--- config.mk ---
export PLATFORM = sky130hd
export DESIGN_NAME = euclidean_path_odometer_flat
export DESIGN_NICKNAME = d
export VERILOG_FILES = /design/src/sv/epo_pkg.sv /design/src/sv/epo_cfg_if.sv /design/src/sv/epo_in_if.sv /design/src/sv/epo_out_if.sv /design/src/sv/epo_sqrt.sv /design/src/sv/epo_accum.sv /design/src/sv/euclidean_path_odometer.sv /design/src/flat_wrapper.sv
export SDC_FILE = /design/constraint.sdc
export NUM_CORES = 2
export LEC_CHECK = 0
export BUFFER_PORTS_ARGS = -buffer_cell sky130_fd_sc_hd__buf_2
export CORE_MARGIN = 1.5
export CORE_UTILIZATION = 45
export CTS_CLUSTER_SIZE = 10
export DETAILED_ROUTE_END_ITERATION = 8
export PLACE_DENSITY = 0.68
export SYNTH_ARGS = -nofsm -noshare
export SYNTH_HDL_FRONTEND = slang
export SYNTH_SLANG_ARGS = --single-unit
export TNS_END_PERCENT = 30
--- constraint.sdc ---
create_clock -name clk -period 11.2 [get_ports clk]
set_input_delay 1.12 -clock clk [delete_from_list [all_inputs] [get_ports clk]]
set_output_delay 1.12 -clock clk [all_outputs]
set_load 0.1 [all_outputs]
--- src/sv/epo_pkg.sv ---
// Shared constants, types and helpers for the path odometer.
`timescale 1ns / 1ps
`default_nettype none

package epo_pkg;

  // Field widths
  localparam int POS_WIDTH = 24;
  localparam int FRAC_BITS = 4;
  localparam int ADD_W     = 24;
  localparam int MIN_W     = 16;
  localparam int CMD_W     = 3;
  localparam int STEP_W    = 25;
  localparam int LEN_W     = 32;
  localparam int ACC_W     = 48;

  // Datapath widths derived from the position width
  localparam int D_W   = POS_WIDTH + 1;   // |difference|
  localparam int SQ_W  = 2 * D_W;         // square of a difference
  localparam int R_W   = D_W;             // root width
  localparam int RAD_W = 2 * R_W;         // radicand width
  localparam int CNT_W = $clog2(R_W + 1);

  localparam logic [MIN_W-1:0]  MIN_RESET = MIN_W'(8);
  localparam logic [STEP_W-1:0] STEP_MAX  = {STEP_W{1'b1}};

  // Command codes
  localparam logic [CMD_W-1:0] CMD_SAMPLE = 3'd0;
  localparam logic [CMD_W-1:0] CMD_ADD    = 3'd1;
  localparam logic [CMD_W-1:0] CMD_CLEAR  = 3'd2;
  localparam logic [CMD_W-1:0] CMD_START  = 3'd3;
  localparam logic [CMD_W-1:0] CMD_STOP   = 3'd4;

  // One update request to the accumulator
  typedef struct packed {
    logic             go;
    logic [CMD_W-1:0] cmd;
    logic [R_W-1:0]   step;
    logic [ADD_W-1:0] add;
  } acc_op_t;

  // Clamp a root to the width of the step output field
  function automatic logic [STEP_W-1:0] step_sat(input logic [R_W-1:0] root);
    logic [63:0] w;
    w = 64'(root);
    if (w > 64'(STEP_MAX)) begin
      return STEP_MAX;
    end
    return STEP_W'(w);
  endfunction

endpackage

`default_nettype wire

--- src/sv/epo_cfg_if.sv ---
// Configuration write channel carrying the dead-band register.
`timescale 1ns / 1ps
`default_nettype none

interface epo_cfg_if;
  logic                     valid;
  logic                     ready;
  logic [epo_pkg::MIN_W-1:0] data;

  modport source (output valid, output data, input ready);
  modport sink   (input valid, input data, output ready);
endinterface

`default_nettype wire

--- src/sv/epo_in_if.sv ---
// Input item channel: command and its operands.
`timescale 1ns / 1ps
`default_nettype none

interface epo_in_if;
  logic                                valid;
  logic                                ready;
  logic [epo_pkg::CMD_W-1:0]           cmd;
  logic signed [epo_pkg::POS_WIDTH-1:0] pos_x;
  logic signed [epo_pkg::POS_WIDTH-1:0] pos_y;
  logic signed [epo_pkg::ADD_W-1:0]    add_amount;

  modport source (output valid, output cmd, output pos_x, output pos_y,
                  output add_amount, input ready);
  modport sink   (input valid, input cmd, input pos_x, input pos_y,
                  input add_amount, output ready);
endinterface

`default_nettype wire

--- src/sv/epo_out_if.sv ---
// Result item channel: path length, step distance and recording flag.
`timescale 1ns / 1ps
`default_nettype none

interface epo_out_if;
  logic                             valid;
  logic                             ready;
  logic signed [epo_pkg::LEN_W-1:0] path_len;
  logic [epo_pkg::STEP_W-1:0]       step_dist;
  logic                             recording;

  modport source (output valid, output path_len, output step_dist,
                  output recording, input ready);
  modport sink   (input valid, input path_len, input step_dist,
                  input recording, output ready);
endinterface

`default_nettype wire

--- src/sv/epo_sqrt.sv ---
// Digit-serial floor square root: two radicand bits in, one root bit out per cycle.
`timescale 1ns / 1ps
`default_nettype none

module epo_sqrt (
  input  wire logic                        clk,
  input  wire logic                        rst,
  input  wire logic                        start,
  input  wire logic [epo_pkg::RAD_W-1:0]   radicand,
  output logic                             done,
  output logic [epo_pkg::R_W-1:0]          root
);

  logic [epo_pkg::RAD_W-1:0] rad;
  logic [epo_pkg::R_W:0]     rem;     // partial remainder, up to 2*root
  logic [epo_pkg::CNT_W-1:0] cnt;

  logic [epo_pkg::R_W+2:0] rem_sh;
  logic [epo_pkg::R_W+2:0] trial;
  logic                    ge;

  // One restoring step: bring down a bit pair, try root*4+1
  always_comb begin
    rem_sh = {rem, rad[epo_pkg::RAD_W-1 -: 2]};
    trial  = {1'b0, root, 2'b01};
    ge     = (rem_sh >= trial);
  end

  // Iteration counter and done pulse
  always_ff @(posedge clk) begin
    if (rst) begin
      cnt  <= '0;
      done <= 1'b0;
    end else begin
      done <= (cnt == epo_pkg::CNT_W'(1)) && !start;
      if (start) begin
        cnt <= epo_pkg::CNT_W'(epo_pkg::R_W);
      end else if (cnt != '0) begin
        cnt <= cnt - epo_pkg::CNT_W'(1);
      end
    end
  end

  // Shift registers for radicand, partial remainder and root
  always_ff @(posedge clk) begin
    if (start) begin
      rad  <= radicand;
      rem  <= '0;
      root <= '0;
    end else if (cnt != '0) begin
      rad  <= rad << 2;
      rem  <= (epo_pkg::R_W+1)'(ge ? (rem_sh - trial) : rem_sh);
      root <= {root[epo_pkg::R_W-2:0], ge};
    end
  end

endmodule

`default_nettype wire

--- src/sv/epo_accum.sv ---
// Saturating 48-bit length accumulator, recording flag and whole-unit readout.
`timescale 1ns / 1ps
`default_nettype none

module epo_accum (
  input  wire logic                             clk,
  input  wire logic                             rst,
  input  wire epo_pkg::acc_op_t                 op,
  input  wire logic [epo_pkg::MIN_W-1:0]        min_step,
  output logic signed [epo_pkg::LEN_W-1:0]      path_len,
  output logic                                  recording
);

  localparam logic signed [epo_pkg::ACC_W-1:0] ACC_MAX =
    {1'b0, {(epo_pkg::ACC_W-1){1'b1}}};
  localparam logic signed [epo_pkg::ACC_W-1:0] ACC_MIN =
    {1'b1, {(epo_pkg::ACC_W-1){1'b0}}};
  localparam logic signed [epo_pkg::ACC_W-1:0] BIAS =
    epo_pkg::ACC_W'((64'd1 << epo_pkg::FRAC_BITS) - 64'd1);
  localparam logic signed [epo_pkg::ACC_W-1:0] LEN_MAX =
    epo_pkg::ACC_W'({1'b0, {(epo_pkg::LEN_W-1){1'b1}}});
  localparam logic signed [epo_pkg::ACC_W-1:0] LEN_MIN =
    -LEN_MAX - epo_pkg::ACC_W'(1);

  logic signed [epo_pkg::ACC_W-1:0] acc;

  logic signed [epo_pkg::ACC_W-1:0] addend;
  logic signed [epo_pkg::ACC_W:0]   sum;
  logic signed [epo_pkg::ACC_W-1:0] sum_sat;
  logic                             above;
  logic signed [epo_pkg::ACC_W-1:0] q;

  // Saturating add of either the step or the signed direct amount
  always_comb begin
    if (op.cmd == epo_pkg::CMD_SAMPLE) begin
      addend = epo_pkg::ACC_W'(op.step);
    end else begin
      addend = epo_pkg::ACC_W'(signed'(op.add));
    end
    sum = {acc[epo_pkg::ACC_W-1], acc} + {addend[epo_pkg::ACC_W-1], addend};
    if (sum[epo_pkg::ACC_W] != sum[epo_pkg::ACC_W-1]) begin
      sum_sat = sum[epo_pkg::ACC_W] ? ACC_MIN : ACC_MAX;
    end else begin
      sum_sat = sum[epo_pkg::ACC_W-1:0];
    end
    above = (op.step > epo_pkg::R_W'(min_step));
  end

  // Command decode
  always_ff @(posedge clk) begin
    if (rst) begin
      acc       <= '0;
      recording <= 1'b1;
    end else if (op.go) begin
      case (op.cmd)
        epo_pkg::CMD_SAMPLE: begin
          if (recording && above) begin
            acc <= sum_sat;
          end
        end
        epo_pkg::CMD_ADD: begin
          acc <= sum_sat;
        end
        epo_pkg::CMD_CLEAR: begin
          acc       <= '0;
          recording <= 1'b1;
        end
        epo_pkg::CMD_START: begin
          recording <= 1'b1;
        end
        epo_pkg::CMD_STOP: begin
          recording <= 1'b0;
        end
        default: begin
        end
      endcase
    end
  end

  // Whole units, truncated toward zero, clamped to 32 bits
  always_comb begin
    q = signed'(acc + (acc[epo_pkg::ACC_W-1] ? BIAS : '0)) >>> epo_pkg::FRAC_BITS;
    if (q > LEN_MAX) begin
      path_len = epo_pkg::LEN_W'(LEN_MAX);
    end else if (q < LEN_MIN) begin
      path_len = epo_pkg::LEN_W'(LEN_MIN);
    end else begin
      path_len = epo_pkg::LEN_W'(q);
    end
  end

endmodule

`default_nettype wire

--- src/sv/euclidean_path_odometer.sv ---
// Top level of the Euclidean path odometer: command sequencer, squaring and output register.
`timescale 1ns / 1ps
`default_nettype none

// Takes one command item at a time and returns one result item for each.
// For a position sample the step length is the floor square root of
// dx*dx + dy*dy, and the root unit resolves one bit per cycle of a root
// that is POS_WIDTH + 1 bits wide, then flags completion. Around it the
// sequencer takes the item with its difference, squares, loads the root
// unit, and after the root updates the accumulator and hands off to the
// output register. Every other command goes straight from acceptance to
// the accumulator update and the hand-off. The result sits in an output register,
// so the next item is taken while a result still waits to be read; the block
// stalls only when a new result is ready and the previous one is unread.
// The dead-band register may be written at any time the block is idle; its
// write channel is always ready.
module euclidean_path_odometer (
  input  wire logic clk,
  input  wire logic rst,
  epo_cfg_if.sink   cfg,
  epo_in_if.sink    din,
  epo_out_if.source dout
);

  localparam logic [2:0] S_IDLE = 3'd0;
  localparam logic [2:0] S_SQ   = 3'd1;
  localparam logic [2:0] S_SUM  = 3'd2;
  localparam logic [2:0] S_ROOT = 3'd3;
  localparam logic [2:0] S_ACC  = 3'd4;
  localparam logic [2:0] S_DONE = 3'd5;

  logic [2:0] state;
  logic [2:0] state_next;

  logic [epo_pkg::MIN_W-1:0]     min_step;
  logic [epo_pkg::CMD_W-1:0]     cmd;
  logic [epo_pkg::ADD_W-1:0]     add;
  logic [epo_pkg::POS_WIDTH-1:0] prev_x;
  logic [epo_pkg::POS_WIDTH-1:0] prev_y;
  logic [epo_pkg::D_W-1:0]       ax;
  logic [epo_pkg::D_W-1:0]       ay;
  logic [epo_pkg::SQ_W-1:0]      sqx;
  logic [epo_pkg::SQ_W-1:0]      sqy;
  logic [epo_pkg::R_W-1:0]       step;

  logic [epo_pkg::D_W-1:0]       dx;
  logic [epo_pkg::D_W-1:0]       dy;
  logic                          in_fire;
  logic                          out_load;

  logic                          root_start;
  logic                          root_done;
  logic [epo_pkg::R_W-1:0]       root;
  logic [epo_pkg::RAD_W-1:0]     radicand;

  epo_pkg::acc_op_t              op;
  logic signed [epo_pkg::LEN_W-1:0] len_now;
  logic                          rec_now;

  // Config register, always writable
  assign cfg.ready = 1'b1;

  always_ff @(posedge clk) begin
    if (rst) begin
      min_step <= epo_pkg::MIN_RESET;
    end else if (cfg.valid) begin
      min_step <= cfg.data;
    end
  end

  // Handshakes
  assign din.ready = (state == S_IDLE);
  assign in_fire   = din.valid && din.ready;
  assign out_load  = (state == S_DONE) && (!dout.valid || dout.ready);

  // Position differences, sign-extended by one bit
  always_comb begin
    dx = {din.pos_x[epo_pkg::POS_WIDTH-1], din.pos_x}
       - {prev_x[epo_pkg::POS_WIDTH-1], prev_x};
    dy = {din.pos_y[epo_pkg::POS_WIDTH-1], din.pos_y}
       - {prev_y[epo_pkg::POS_WIDTH-1], prev_y};
  end

  // Sequencer
  always_comb begin
    state_next = state;
    case (state)
      S_IDLE: begin
        if (in_fire) begin
          state_next = (din.cmd == epo_pkg::CMD_SAMPLE) ? S_SQ : S_ACC;
        end
      end
      S_SQ:   state_next = S_SUM;
      S_SUM:  state_next = S_ROOT;
      S_ROOT: begin
        if (root_done) begin
          state_next = S_ACC;
        end
      end
      S_ACC:  state_next = S_DONE;
      S_DONE: begin
        if (out_load) begin
          state_next = S_IDLE;
        end
      end
      default: state_next = S_IDLE;
    endcase
  end

  always_ff @(posedge clk) begin
    if (rst) begin
      state  <= S_IDLE;
      prev_x <= '0;
      prev_y <= '0;
    end else begin
      state <= state_next;
      if (in_fire && din.cmd == epo_pkg::CMD_SAMPLE) begin
        prev_x <= din.pos_x;
        prev_y <= din.pos_y;
      end
    end
  end

  // Item capture, magnitudes and squares
  always_ff @(posedge clk) begin
    if (in_fire) begin
      cmd  <= din.cmd;
      add  <= din.add_amount;
      ax   <= dx[epo_pkg::D_W-1] ? (-dx) : dx;
      ay   <= dy[epo_pkg::D_W-1] ? (-dy) : dy;
      step <= '0;
    end
    if (state == S_SQ) begin
      sqx <= ax * ax;
      sqy <= ay * ay;
    end
    if (state == S_ROOT && root_done) begin
      step <= root;
    end
  end

  // Root unit
  assign root_start = (state == S_SUM);
  assign radicand   = sqx + sqy;

  epo_sqrt u_sqrt (
    .clk      (clk),
    .rst      (rst),
    .start    (root_start),
    .radicand (radicand),
    .done     (root_done),
    .root     (root)
  );

  // Accumulator
  always_comb begin
    op.go   = (state == S_ACC);
    op.cmd  = cmd;
    op.step = step;
    op.add  = add;
  end

  epo_accum u_accum (
    .clk       (clk),
    .rst       (rst),
    .op        (op),
    .min_step  (min_step),
    .path_len  (len_now),
    .recording (rec_now)
  );

  // Output register
  always_ff @(posedge clk) begin
    if (rst) begin
      dout.valid <= 1'b0;
    end else if (out_load) begin
      dout.valid <= 1'b1;
    end else if (dout.ready) begin
      dout.valid <= 1'b0;
    end
  end

  always_ff @(posedge clk) begin
    if (out_load) begin
      dout.path_len  <= len_now;
      dout.step_dist <= epo_pkg::step_sat(step);
      dout.recording <= rec_now;
    end
  end

endmodule

`default_nettype wire

--- src/flat_wrapper.sv ---
// flat-port wrapper written by rule: the top's interface ports become plain ports
module euclidean_path_odometer_flat 
  (clk, rst, cfg_valid, cfg_data, cfg_ready, din_valid, din_cmd, din_pos_x, din_pos_y, din_add_amount, din_ready, dout_valid, dout_path_len, dout_step_dist, dout_recording, dout_ready);
  epo_cfg_if cfg_i ();
  epo_in_if din_i ();
  epo_out_if dout_i ();
  input  wire logic clk;
  input  wire logic rst;
  input wire logic [$bits(cfg_i.valid)-1:0] cfg_valid;
  input wire logic [$bits(cfg_i.data)-1:0] cfg_data;
  output wire logic [$bits(cfg_i.ready)-1:0] cfg_ready;
  input wire logic [$bits(din_i.valid)-1:0] din_valid;
  input wire logic [$bits(din_i.cmd)-1:0] din_cmd;
  input wire logic [$bits(din_i.pos_x)-1:0] din_pos_x;
  input wire logic [$bits(din_i.pos_y)-1:0] din_pos_y;
  input wire logic [$bits(din_i.add_amount)-1:0] din_add_amount;
  output wire logic [$bits(din_i.ready)-1:0] din_ready;
  output wire logic [$bits(dout_i.valid)-1:0] dout_valid;
  output wire logic [$bits(dout_i.path_len)-1:0] dout_path_len;
  output wire logic [$bits(dout_i.step_dist)-1:0] dout_step_dist;
  output wire logic [$bits(dout_i.recording)-1:0] dout_recording;
  input wire logic [$bits(dout_i.ready)-1:0] dout_ready;
  assign cfg_i.valid = cfg_valid;
  assign cfg_i.data = cfg_data;
  assign cfg_ready = cfg_i.ready;
  assign din_i.valid = din_valid;
  assign din_i.cmd = din_cmd;
  assign din_i.pos_x = din_pos_x;
  assign din_i.pos_y = din_pos_y;
  assign din_i.add_amount = din_add_amount;
  assign din_ready = din_i.ready;
  assign dout_valid = dout_i.valid;
  assign dout_path_len = dout_i.path_len;
  assign dout_step_dist = dout_i.step_dist;
  assign dout_recording = dout_i.recording;
  assign dout_i.ready = dout_ready;
  euclidean_path_odometer u_core (.clk(clk), .rst(rst), .cfg(cfg_i), .din(din_i), .dout(dout_i));
endmodule
Word level (Yosys, flattened, before mapping). Cells that the tools add are included.

Add/subtract/negate cells: 9. Multipliers: 2. $lt $le $gt $ge: 4. Equal/unequal tests: 15. Muxes and demuxes: 24. Reductions and logical operators: 23.

Operators by type and width (count): 48-bit 2-to-1 mux (4); 48-bit one-hot mux with 3 select lines (1); 25-bit by 25-bit multiplier with 50-bit output (2); 50-bit 2-to-1 mux (2); 50-bit adder (1); 25-bit 2-to-1 mux (2); 25-bit negator (2); 24-bit by 24-bit subtractor with 25-bit output (2); 48-bit by 48-bit adder with 49-bit output (1); 48-bit by 4-bit adder with 48-bit output (1); 24-bit 2-to-1 mux (2); 44-bit by 32-bit greater-than comparator with 1-bit output (second input constant) (1); 44-bit by 32-bit < comparator with 1-bit output (second input constant) (1); 32-bit 2-to-1 mux (1); 28-bit by 27-bit >= comparator with 1-bit output (1); 26-bit 2-to-1 mux (1); 26-bit subtractor (1); 25-bit by 16-bit greater-than comparator with 1-bit output (1); 3-bit one-hot mux with 6 select lines (1); 3-bit by 2-bit == test with 1-bit output (second input constant) (4); 3-bit 2-to-1 mux (4); 5-bit 2-to-1 mux (2); 3-bit == test (second input constant) (3); 3-bit zero test (3); 18 further kinds (33).

Bits in registers: 484. Input port bits: 96. Output and inout bits: 61. Logic and storage cells: 102.

Depth between registers and ports, before layout.
Depth after elaboration: 7. Gate-level depth with buffers: 31. Gate-level depth less buffers: 29.

Cells and area by module. Synthesis repeated with hierarchy kept, for this count alone.

Cell total of the unflattened synthesis: 7067. Area, all modules: 64695.8 µm².

Modules (own cells, without submodules): euclidean_path_odometer (times used 1, cells an instance 5461, area each 52081.2 µm², sequential area each 9108.7 µm²); epo_accum (times used 1, cells an instance 991, area each 6713.9 µm², sequential area each 980.9 µm²); epo_sqrt (times used 1, cells an instance 615, area each 5900.7 µm², sequential area each 2642.5 µm²).

Least setup slack after synthesis. OpenSTA, ideal clock, no wires.

Path type: register to register. From: register u_core.state[0]. To: register u_core.sqx[0] (netlist name) (enable). Setup time: 695 ps. Arrival time: 7743 ps. Required time: 10505 ps. Path slack: 2762 ps. Stages on the path, launching flop included: 3. Path buffers: 1. Period minus slack after synthesis: 8438 ps. Cells stage by stage: dfxtp_1 clkbuf_1 nor3b_1.

Longest elaborated chain between the ends: 1.

Ends and longest elaborated chain: start: declaration (line euclidean_path_odometer.sv:32) `logic [2:0] state;`; start signal: assignment (line euclidean_path_odometer.sv:116) `state <= state_next;`; 3-bit by 1-bit == test with 1-bit output (line euclidean_path_odometer.sv:133) `if (state == S_SQ) begin`; end signal: assignment (line euclidean_path_odometer.sv:134) `sqx <= ax * ax;`; end: declaration (line euclidean_path_odometer.sv:42) `logic [epo_pkg::SQ_W-1:0] sqx;`.

No other way between the ends. A chain may end at the register's enable or synchronous reset.

Worst setup path in the final report.
From: register u_core.ax[3] (netlist name). To: register u_core.sqx[46] (netlist name), data pin.

Longest elaborated chain between the ends: 1.

Ends and longest elaborated chain: start: declaration (line euclidean_path_odometer.sv:40) `logic [epo_pkg::D_W-1:0] ax;`; start signal: assignment (line euclidean_path_odometer.sv:129) `ax <= dx[epo_pkg::D_W-1] ? (-dx) : dx;`; 25-bit by 25-bit multiplier with 50-bit output (line euclidean_path_odometer.sv:134).

No other way between the ends.

==> results_dict.tcl <==
set metrics [dict create \
    grt_max_degree 74 \
    finalWirelength_um 149000 \
    r2r-end "u_core.sqx[46]$_DFFE_PP_" \
    synth_cell_types 100 \
    dpl_cell_area_sq_mm 0.0656 \
    reg2regPathDepth 26 \
    grt_pass1_wl_um 247000 \
    cts_tree "done" \
    synth.avg_cell_area_sq_um 9.25 \
    cp_data_arrival_time_ps 9040 \
    dieArea_sq_mm 0.142 \
    drt-vias-per-instance 5.22 \
    synthFlopType "edfxtp_1" \
    wire_per_inst_um 17.0 \
    yosysMostFrequentCell "inv_1" \
    nets 8442 \
    grt_overflow 0 \
    cap_violations 0 \
    synth-edff-count 308 \
    post-route-period-util_pct 77.3 \
    die_w_um 377 \
    setup_violations 0 \
    netlist_instances 6813 \
    clockBufferDepth 3 \
    crit_path_end "u_core.sqx[46]$_DFFE_PP_" \
    synth-seq-area-share_pct 20.2 \
    worstSetupPathType "reg2reg" \
    start_kind "register" \
    cp.required_ps 11590 \
    slowest_stage "edfxtp_1" \
    cts_made_buffers 59 \
    firstDrtPassIters 7 \
    place_ws_ps 2680 \
    critPathMaxFanout 24 \
    initial_utilization_pct 45.3 \
    htreeDepth 2 \
    final_area_sq_mm 0.0674 \
    cts_root_buf "clkbuf_16" \
    worstMarginPinSlew_ps 1280 \
    yosysWarningCount 0 \
    synth_area_sq_mm 0.0630 \
    worst-path-buf-inv 7 \
    hpwl_um 118000 \
    area_growth_pct 6.99 \
    worstSetupStartpoint "u_core.ax[3]$_DFFE_PP_" \
    vias 45800 \
    synth-async-reset-ratio_pct 0 \
    cpLargestDelayFamily "adder cells" \
    reg2reg_from "u_core.ax[3]$_DFFE_PP_" \
    path_depth 26 \
    drive_above_1_share_pct 5.11 \
    die_y_um 377 \
    synth_nets 8414 \
    drv_slew 0 \
    synth_largest_area_cell "fa_1" \
    synth_common_cells "inv_1 (1,471), fa_1 (935), nand2_1 (762), ha_1 (570), a21oi_1 (389)" \
    worst_slack_ps 2550 \
    cts_hold_buf 0 \
    hold_path_class "reg2reg" \
    fin_crit_ps 8650 \
    ys_seq_elements 482 \
    drt-initial-drc-count 2777 \
    grt_pass1_vias 48200 \
    fin_setup_tns_ps 0 \
    cts.reportedPaths.clkPinSlew_ps 60 \
    postCtsSetupBuffers 0 \
    worst_setup_path_end_kind "register" \
    pin_count 157 \
    status "finished, final reports clean" \
    grt_use_total_pct 21.5 \
    timing.slew.headroom_pct 14.7 \
    drc 0 \
    rsz0062_at_grt "no" \
    core-area_sq_mm 0.139 \
    hold_viol 0 \
    fin_skew_ps 43.5 \
    rrSetupSlack_ps 2550 \
    synth.area.top_cells "fa_1 (30%), edfxtp_1 (15%), ha_1 (11%)" \
    fp-row-count 137 \
    antenna_found_initial 7 \
    route.antenna.remaining_nets 0 \
    portBuffers 155 \
    cpPeakStageDelay_ps 1170 \
    clock_sink_count 482 \
    cts_resized 0 \
    clk_latency_ps 670 \
    routabilityCongestion 0.906 \
    yosys.area.top_type_share_pct 29.7 \
    hold_ws_ps 452 \
    max_freq_mhz 116 \
]
## cells by family (layout without fill, tap and decap cells)
logic type / after synthesis / after routing / synth area share [%]
flops: 482 / 482 / 20.2
fa+ha+maj: 1505 / 1505 / 41.0
buf+inv: 1699 / 1777 / 10.2
compound gates: 1088 / 1088 / 10.8
xor+xnor: 320 / 320 / 4.46
simple gates: 1669 / 1669 / 12.5
other cells: 1 / 4 / 0.00595
mux: 49 / 49 / 0.834
## how the worst min path moves through the flow
stage	startpoint	end	cells after the start
after global routing	u_core.prev_y[16]$_SDFFE_PP0P_	u_core.prev_y[16]$_SDFFE_PP0P_	2
after floorplan	u_core.u_sqrt.rem[24]$_SDFFE_PN0P_	u_core.u_sqrt.rem[24]$_SDFFE_PN0P_	2
after global placement	u_core.prev_x[2]$_SDFFE_PP0P_	u_core.prev_x[2]$_SDFFE_PP0P_	2
after CTS	u_core.prev_x[2]$_SDFFE_PP0P_	u_core.prev_x[2]$_SDFFE_PP0P_	2
final	u_core.prev_x[2]$_SDFFE_PP0P_	u_core.prev_x[2]$_SDFFE_PP0P_	2
after detailed placement	u_core.prev_x[2]$_SDFFE_PP0P_	u_core.prev_x[2]$_SDFFE_PP0P_	2
## metrics by stage
stage / util, % / instances
6_report: 48.4 / 8770
5_1_grt: 48.4 / 8768
2_1_floorplan: - / 6813
3_3_place_gp: 47.1 / 8656
3_5_place_dp: 47.1 / 8656
4_1_cts: 48.4 / 8767
## metal layers
metal | share of wire [%] | vias to the layer above | GRT usage [%]
met2 | 50 | 1185 | 38.4
met3 | 4.9 | 234 | 2.28
met1 | 42 | 22600 | 27.4
met4 | 3.0 | 4 | 6.50
li1 | - | 21700 | -
met5 | 0.023 | - | 0
## worst reg2reg max path, cell delays in order, from the launching register on
cell      delay [ps]
edfxtp_1        1170
inv_1            440
nor2_1           380
fa_1             230
inv_1             60
fa_1             530
inv_1             50
fa_1             530
inv_1             60
fa_1             500
inv_1             50
fa_1             440
fa_1             520
inv_1             50
fa_1             470
inv_1             40
ha_1             390
a211oi_1         230
o21ai_0          140
a211oi_1         360
a21oi_1          210
o211ai_1         310
a41oi_1          200
a31o_1           240
a221o_1          350
a211oi_1         320
xnor2_1          100
## sequential cells by signal (all words and copies together), names as in the netlist, 5 cells and up
signal	cells
u_core.sqy	49
u_core.ax	25
u_core.u_sqrt.root	25
u_core.sqx	49
u_core.min_step	16
u_core.u_sqrt.rem	26
u_core.prev_x	24
u_core.ay	25
u_core.dout.path_len	32
u_core.step	25
u_core.u_sqrt.cnt	5
u_core.add	24
u_core.u_accum.acc	48
u_core.dout.step_dist	25
u_core.u_sqrt.rad	50
u_core.prev_y	24
## final cells by class
cell class / instances / area (sq um)
clock buffers: 99 / 1660
repair buffers: 193 / 1060
flip-flops and latches: 482 / 12700
inverters: 1473 / 5530
clock inverters: 12 / 164
well taps: 1876 / 2350
multi-input cells: 4632 / 43900
diodes: 3 / 7.51
fillers: 13100 / 71800
## placed cells by master, fill, tap and decap left out, drive strengths merged, types with 21 or more instances in the layout
| cell | synthesis | final |
|---|---|---|
| a21oi | 390 | 390 |
| ha | 570 | 570 |
| o21ai | 250 | 250 |
| nand4 | 42 | 42 |
| mux2 | 28 | 28 |
| dfxtp | 174 | 174 |
| a31oi | 39 | 39 |
| xnor2 | 190 | 190 |
| edfxtp | 308 | 308 |
| nand2b | 40 | 40 |
| o21bai | 34 | 34 |
| o211ai | 31 | 31 |
| inv | 1472 | 1474 |
| fa | 935 | 935 |
| a21o | 128 | 128 |
| nor2b | 43 | 43 |
| mux2i | 21 | 21 |
| nor2 | 250 | 250 |
| nor3 | 58 | 58 |
| nand2 | 762 | 762 |
| and2 | 296 | 296 |
| buf | 19 | 193 |
| and3 | 33 | 33 |
| xor2 | 130 | 130 |
| clkbuf | 207 | 99 |
| a211oi | 37 | 37 |
| nand3 | 70 | 70 |
| o21a | 31 | 31 |
| o31ai | 22 | 22 |
Power is not shown: default switching activity piles up to over one toggle a cycle in this logic, so the estimate is an artifact.
